### src/hpe_pkg.sv
// ----------------------------------------------------------------------------
// hpe_pkg - shared types and constants of the Horner polynomial evaluator
// Fixed-point widths, register indexes, reset values and the word that
// travels from cell to cell.
// ----------------------------------------------------------------------------
package hpe_pkg;

  // Field widths
  localparam int COEF_W    = 32;               // Q15.16 coefficient and accumulator
  localparam int X_W       = 16;               // Q7.8 sample
  localparam int CNT_W     = 3;                // term count register
  localparam int PROD_W    = COEF_W + X_W;     // exact product, Q.24
  localparam int SUM_W     = COEF_W + 10;      // rounded product plus coefficient
  localparam int Q_SHIFT   = 8;
  localparam int NUM_COEFS = 6;
  localparam int IDX_W     = 3;

  // Rounding offset, half of the lowest bit kept after the shift
  localparam logic signed [PROD_W:0] ROUND_HALF = (PROD_W + 1)'(128);

  // Saturation limits, in the width of the unsaturated sum
  localparam logic signed [SUM_W-1:0] SUM_MAX = SUM_W'(32'sh7FFF_FFFF);
  localparam logic signed [SUM_W-1:0] SUM_MIN = SUM_W'(32'sh8000_0000);

  // Register indexes on the configuration port
  typedef enum logic [IDX_W-1:0] {
    REG_TERM_COUNT = 3'd0,
    REG_COEF_0     = 3'd1,
    REG_COEF_1     = 3'd2,
    REG_COEF_2     = 3'd3,
    REG_COEF_3     = 3'd4,
    REG_COEF_4     = 3'd5,
    REG_COEF_5     = 3'd6
  } hpe_reg_t;

  // Reset values
  localparam logic [CNT_W-1:0] TERM_COUNT_RESET = 3'd6;
  localparam logic signed [COEF_W-1:0] COEF_RESET [NUM_COEFS] = '{
    32'sh0003_0000, 32'sh0002_0000, 32'shFFFB_0000,
    32'shFFFF_0000, 32'sh0007_0000, 32'shFFFA_0000
  };

  // Word handed from one cell to the next
  typedef struct packed {
    logic signed [COEF_W-1:0] acc;
    logic signed [X_W-1:0]    x;
    logic                     ovf;
  } hpe_word_t;

endpackage

### src/hpe_cell.sv
// ----------------------------------------------------------------------------
// hpe_cell - one Horner step
// Stage A forms the exact product acc * x; stage B rounds half up, shifts
// back to Q15.16, adds the coefficient and saturates. An inactive cell
// hands its word on unchanged.
// ----------------------------------------------------------------------------
module hpe_cell (
  input  logic                            clk,
  input  logic                            rst_n,
  input  logic                            up_valid,
  output logic                            up_ready,
  input  hpe_pkg::hpe_word_t              up_word,
  input  logic signed [hpe_pkg::COEF_W-1:0] coef,
  input  logic                            active,
  output logic                            dn_valid,
  input  logic                            dn_ready,
  output hpe_pkg::hpe_word_t              dn_word
);
  import hpe_pkg::*;

  logic                     a_valid_r;
  hpe_word_t                a_word_r;
  logic signed [PROD_W-1:0] a_prod_r;
  logic                     a_ready;

  logic                     b_valid_r;
  hpe_word_t                b_word_r;
  hpe_word_t                b_word_nxt;
  logic                     b_ready;

  logic signed [PROD_W:0]   rnd_w;
  logic signed [SUM_W-1:0]  sum_w;

  // Each stage takes a word when it is empty or its word moves on
  assign b_ready  = !b_valid_r || dn_ready;
  assign a_ready  = !a_valid_r || b_ready;
  assign up_ready = a_ready;

  // Stage A: multiply
  always_ff @(posedge clk) begin
    if (!rst_n) begin
      a_valid_r <= 1'b0;
    end else if (a_ready) begin
      a_valid_r <= up_valid;
    end
  end

  always_ff @(posedge clk) begin
    if (a_ready && up_valid) begin
      a_word_r <= up_word;
      a_prod_r <= up_word.acc * up_word.x;
    end
  end

  // Stage B: round, shift, add coefficient, saturate
  assign rnd_w = (PROD_W + 1)'(a_prod_r) + ROUND_HALF;
  assign sum_w = SUM_W'(rnd_w >>> Q_SHIFT) + SUM_W'(coef);

  always_comb begin
    b_word_nxt = a_word_r;
    if (active) begin
      priority if (sum_w > SUM_MAX) begin
        b_word_nxt.acc = COEF_W'(SUM_MAX);
        b_word_nxt.ovf = 1'b1;
      end else if (sum_w < SUM_MIN) begin
        b_word_nxt.acc = COEF_W'(SUM_MIN);
        b_word_nxt.ovf = 1'b1;
      end else begin
        b_word_nxt.acc = COEF_W'(sum_w);
      end
    end
  end

  always_ff @(posedge clk) begin
    if (!rst_n) begin
      b_valid_r <= 1'b0;
    end else if (b_ready) begin
      b_valid_r <= a_valid_r;
    end
  end

  always_ff @(posedge clk) begin
    if (b_ready && a_valid_r) begin
      b_word_r <= b_word_nxt;
    end
  end

  assign dn_valid = b_valid_r;
  assign dn_word  = b_word_r;

endmodule

### config.mk
export PLATFORM = sky130hd
export DESIGN_NAME = hpe_cell
export DESIGN_NICKNAME = d
export VERILOG_FILES = /design/src/hpe_pkg.sv /design/src/hpe_cell.sv
export SDC_FILE = /design/constraint.sdc
export NUM_CORES = 2
export LEC_CHECK = 0
export BUFFER_PORTS_ARGS = -buffer_cell sky130_fd_sc_hd__buf_4
export CAP_MARGIN = 30
export CORE_ASPECT_RATIO = 1.25
export CORE_MARGIN = 2
export CORE_UTILIZATION = 45
export CTS_BUF_LIST = sky130_fd_sc_hd__clkbuf_8
export CTS_CLUSTER_DIAMETER = 40
export DETAILED_ROUTE_END_ITERATION = 12
export GPL_ROUTABILITY_DRIVEN = 0
export GPL_TIMING_DRIVEN = 0
export PLACE_DENSITY = 0.64
export SYNTH_ARGS = -nofsm -noshare
export SYNTH_HDL_FRONTEND = slang
export SYNTH_SLANG_ARGS = --single-unit
### constraint.sdc
create_clock -name clk -period 8.9 [get_ports clk]
set_clock_uncertainty 0.1 [all_clocks]
set_input_delay 1.335 -clock clk [delete_from_list [all_inputs] [get_ports clk]]
set_output_delay 1.335 -clock clk [all_outputs]
set_load 0.02 [all_outputs]
# ---- Word-level counts from Yosys, hierarchy flattened
# Cells that the tools add are included.
# Widths: inputs -> output; s select.
dict set report word_totals {
  ff_bits 148
  latch_bits 0
  ram_bits 0
  romBits 0
  inputBits 86
  out_inout_bits 51
  elab_cells 26
  memories 0
}
dict set report classes {
  add_sub_neg 2
  multipliers 1
  div 0
  magnitude_cmp 2
  n_eq_ne 0
  shifts 0
  n_mux 6
  n_bitwise 0
  reduce_logical 6
}
# op n
set op_table {}
lappend op_table {{$mux 32} 3}
lappend op_table {{$add 48x9->49 const B} 1}
lappend op_table {{$mul 32x16->48} 1}
lappend op_table {{$add 41x32->42} 1}
lappend op_table {{$gt 42x32->1 const B} 1}
lappend op_table {{$lt 42x32->1 const B} 1}
lappend op_table {{$mux 1} 3}
lappend op_table {{$logic_and 1x1->1} 2}
lappend op_table {{$logic_not 1->1} 2}
lappend op_table {{$logic_or 1x1->1} 2}

# ---- Logic depth before layout (Yosys ltp)
dict set report depth {
  ltp_word 6
  depth_mapped 27
  mapped_depth_nobuf 26
}

# ---- Worst setup path after synthesis
# No wires, ideal clock.
dict set report synth_path {
  path_type {input port to flip-flop}
  from {in up_word[16] in the netlist's numbering}
  to {reg a_prod_r[42], data pin}
  arrival_ps 7400
  required_time_ps 8542
  path_slack_ps 1142
  stages 24
  path_cell_list {inv_1 > clkbuf_1 > clkbuf_1 > nor2_1 > fa_1 > fa_1 > fa_1 > fa_1 > fa_1 > inv_1 > fa_1 > inv_1 > ha_1 > a21o_1 > a21o_1 > a221oi_1 > nand2_1 > o211ai_1 > a31oi_1 > a311oi_1 > o31ai_1 > a21o_1 > a21oi_1 > xnor2_1}
}
dict set report synth_between {
  elab_chain_len 1
}
# item line
set synth_rtl {}
lappend synth_rtl {{start, declared} hpe_cell.sv:12} ;# input hpe_pkg::hpe_word_t up_word,
lappend synth_rtl {{$mul 32x16->48} hpe_cell.sv:51} ;# a_prod_r <= up_word.acc * up_word.x;
lappend synth_rtl {{end signal, assigned} hpe_cell.sv:51}
lappend synth_rtl {{end, declared} hpe_cell.sv:23} ;# logic signed [PROD_W-1:0] a_prod_r;
# No other way between the ends.
# A chain may end at the register's enable or synchronous reset.

# ---- Worst setup path after layout
# Same ends and word-level chain as after synthesis.

==> results.tsv <==
stage	metric	value	unit
outcome	status	finished clean	
drt	first_pass_iters	7	
die	dieArea	0.05785	mm^2
synthesis	yosys_warnings	0	
drt	wl	76970	um
clock_tree	hold_buffers	0	
synthesis	synth_top_family_by_area	adder cells	
drt	dr.first_iter.drc_count	1323	
drt	ant_nets	0	
clock_tree	cts_max_path_buffers	2	
synthesis	ys_seq_area_frac	0.1674	
placement	portBuffers	135	
timing	hold_violations	0	
synthesis	syn_inst	2628	
clock_tree	htree_levels	4	
clock_tree	cts_inserted_buffers	17	
die	die_x	215.5	um
timing	max_freq	116.0	MHz
cells_and_area	drive_gt1_frac	0.07184	
cells_and_area	nets	3510	
die	std_cell_rows	96	
cells_and_area	fillers	5106	
synthesis	synth-adder-area-share	0.4626	
timing	slew_viol_final	0	
cells_and_area	syn_to_final_growth	9.574	%
die	die_y	268.4	um
timing	setup_violations	0	
global_routing	antenna_found_initial	3	
clock_tree	path_clk_slew	100	ps
synthesis	ys_types	63	
timing	tns	0	ps
placement	hpwlAfterDp	63300	um
setup_path	worstPathArrival	8740	ps
drt	drc	0	
setup_path	critPathMaxFanout	10	
setup_path	end_kind	flop	
synthesis	synth_ff_type	edfxtp_1	
synthesis	async_flop_share	0	
synthesis	syn_nets	3353	
synthesis	synth-xor-area-share	0.03932	
setup_path	startpoint_type	primary input	
die	fp.coreArea	0.05513	mm^2
setup_path	crit_type	in -> reg	
timing	worst_pin_slew	959.4	ps
clock_tree	root_buffer	clkbuf_8	
synthesis	synth-compound-area-share	0.07541	
cells_and_area	final_cell_mix	inv_1, fa_1, nand2_1, and2_1, ha_1	
job	maxCapViolCount	0	
clock_tree	cts_tree	built	
die	boundaryPins	137	
global_routing	first_global_vias	21000	
cells_and_area	mostFrequentLayoutCell	inv_1	
clock_tree	cts_sinks	141	
timing	relSlewSlack	0.3604	
global_routing	grt_pass1_wl	119600	um
synthesis	synthMuxAreaShare	0.001243	
timing	fin_crit	8618	ps
synthesis	synth-simple-area-share	0.1505	
synthesis	synth.cell_area	0.02517	mm^2
timing	fin_crit_sh	0.9683	
drt	vias	19330	
setup_path	worstPathRequired	9020	ps
drt	via_per_inst	5.469	
worst_hold_path	hold_path_class	reg -> reg	
die	initial_core_util	0.4565	
timing	rsz0062_at_grt	no	
drt	post_drt_wl_per_cell	21.77	um
global_routing	grt_overflow	0	
global_routing	grt_max_degree	54	
clock_tree	clk_latency	470	ps
synthesis	synth_edf_count	139	
global_routing	grt_use_total	0.2764	
synthesis	synth-seq-cells	141	
synthesis	avgSynthCellArea	9.578	um^2
==> worst max-delay path, cell delays in order <==
cell      delay [ps]
buf_4            180
inv_1             80
clkbuf_2         410
clkbuf_2         480
nor2_1           130
fa_1             540
fa_1             440
fa_1             520
fa_1             430
fa_1             500
inv_1             50
fa_1             610
inv_1             70
ha_1             320
a21o_1           170
a21o_1           180
a221oi_2         360
nand2_1          120
o211ai_1         280
a31oi_1          270
a311oi_2         550
o31ai_1          210
a21o_1           230
a21oi_1          170
xnor2_1           90
==> registers in the layout, summed over array words and instances (netlist names) <==
register,cells
a_valid_r,1
dn_valid,1
a_word_r,49
a_prod_r,41
dn_word,49
==> synthesized netlist by cell type, drive strengths merged (11+ instances only) <==
master	n	area (um^2)
nand2b	18	112.6
clkbuf	97	365.4
ha	153	1914
xnor2	85	744.5
nor2	87	326.6
nor3	17	85.08
nand3	29	145.1
and3	19	118.9
nand4	24	150.1
a31oi	11	68.82
o221a	31	349.1
o21a	16	120.1
inv	573	2151
edfxtp	139	4174
xor2	28	245.2
a21oi	67	335.3
o21ai	38	193.9
buf	14	88.83
fa	486	9729
nand2	347	1303
a21o	42	315.3
and2	211	1320
o21bai	13	97.59
==> timing repair <==
item / 4_1_cts / 5_1_grt
buffers inserted: 0 / 0
gates resized for setup: 3 / 4
hold endpoints to repair: 0 / 0
endpoints found under the setup margin: 10 / 6
==> routing by layer <==
layer	track usage	wire [um]
met1	0.3197	28020
met2	0.4762	37590
met3	0.05324	5892
met4	0.1719	5472
met5	0	0
==> area by class of cell <==
class                   instances  area [um^2]  area share
flip-flops and latches        141         4214      0.1528
well taps                     735        919.6     0.03334
clock buffers                  17        234.0    0.008483
clock inverters                15        148.9    0.005399
plain buffers                 111        457.9     0.01660
inverters                     573         2151     0.07798
multi-input cells            1803        18370      0.6662
repair buffers                138         1076     0.03901
diodes                          2        5.005   0.0001815
==> per-stage QoR <==
step / cell area [um^2] / hold slack (ps) / worst slack [ps] / instances / util
after floorplan: 25170 / 300.3 / 1142 / 2628 / -
after global placement: 27100 / 303.1 / -1112 / 3498 / 0.4916
after detailed placement: 27160 / 305.7 / -1099 / 3500 / 0.4926
after CTS: 27550 / 318.2 / 264.2 / 3532 / 0.4998
after global routing: 27580 / 317.8 / 75.69 / 3534 / 0.5002
final: 27580 / 318.5 / 281.8 / 3535 / 0.5003
==> worst paths after layout <==
| kind | start | endpoint | slack [ps] | cells past startpoint |
|---|---|---|---|---|
| worst max-delay path | up_word[16] | a_prod_r[42]$_DFFE_PP_ | 280 | 25 |
| worst min-delay path | a_word_r[3]$_DFFE_PP_ | dn_word[3]$_DFFE_PP_ | 320 | 0 |
| worst max register to register | a_prod_r[9]$_DFFE_PP_ | dn_word[46]$_DFFE_PP_ | 2530 | 23 |
| worst min register to register | a_word_r[3]$_DFFE_PP_ | dn_word[3]$_DFFE_PP_ | 320 | 0 |
==> kinds of logic (layout without fill, tap and decap cells) <==
kind of cell    after synthesis  in the layout
fa+ha+maj                   639            639
mux                           3              3
buf+inv                     684            854
flops                       141            141
compound gates              266            266
xor+xnor                    113            113
simple gates                782            782
other cells                   0              2
Power is not shown: default switching activity piles up to over one toggle a cycle in this logic, so the estimate is an artifact.
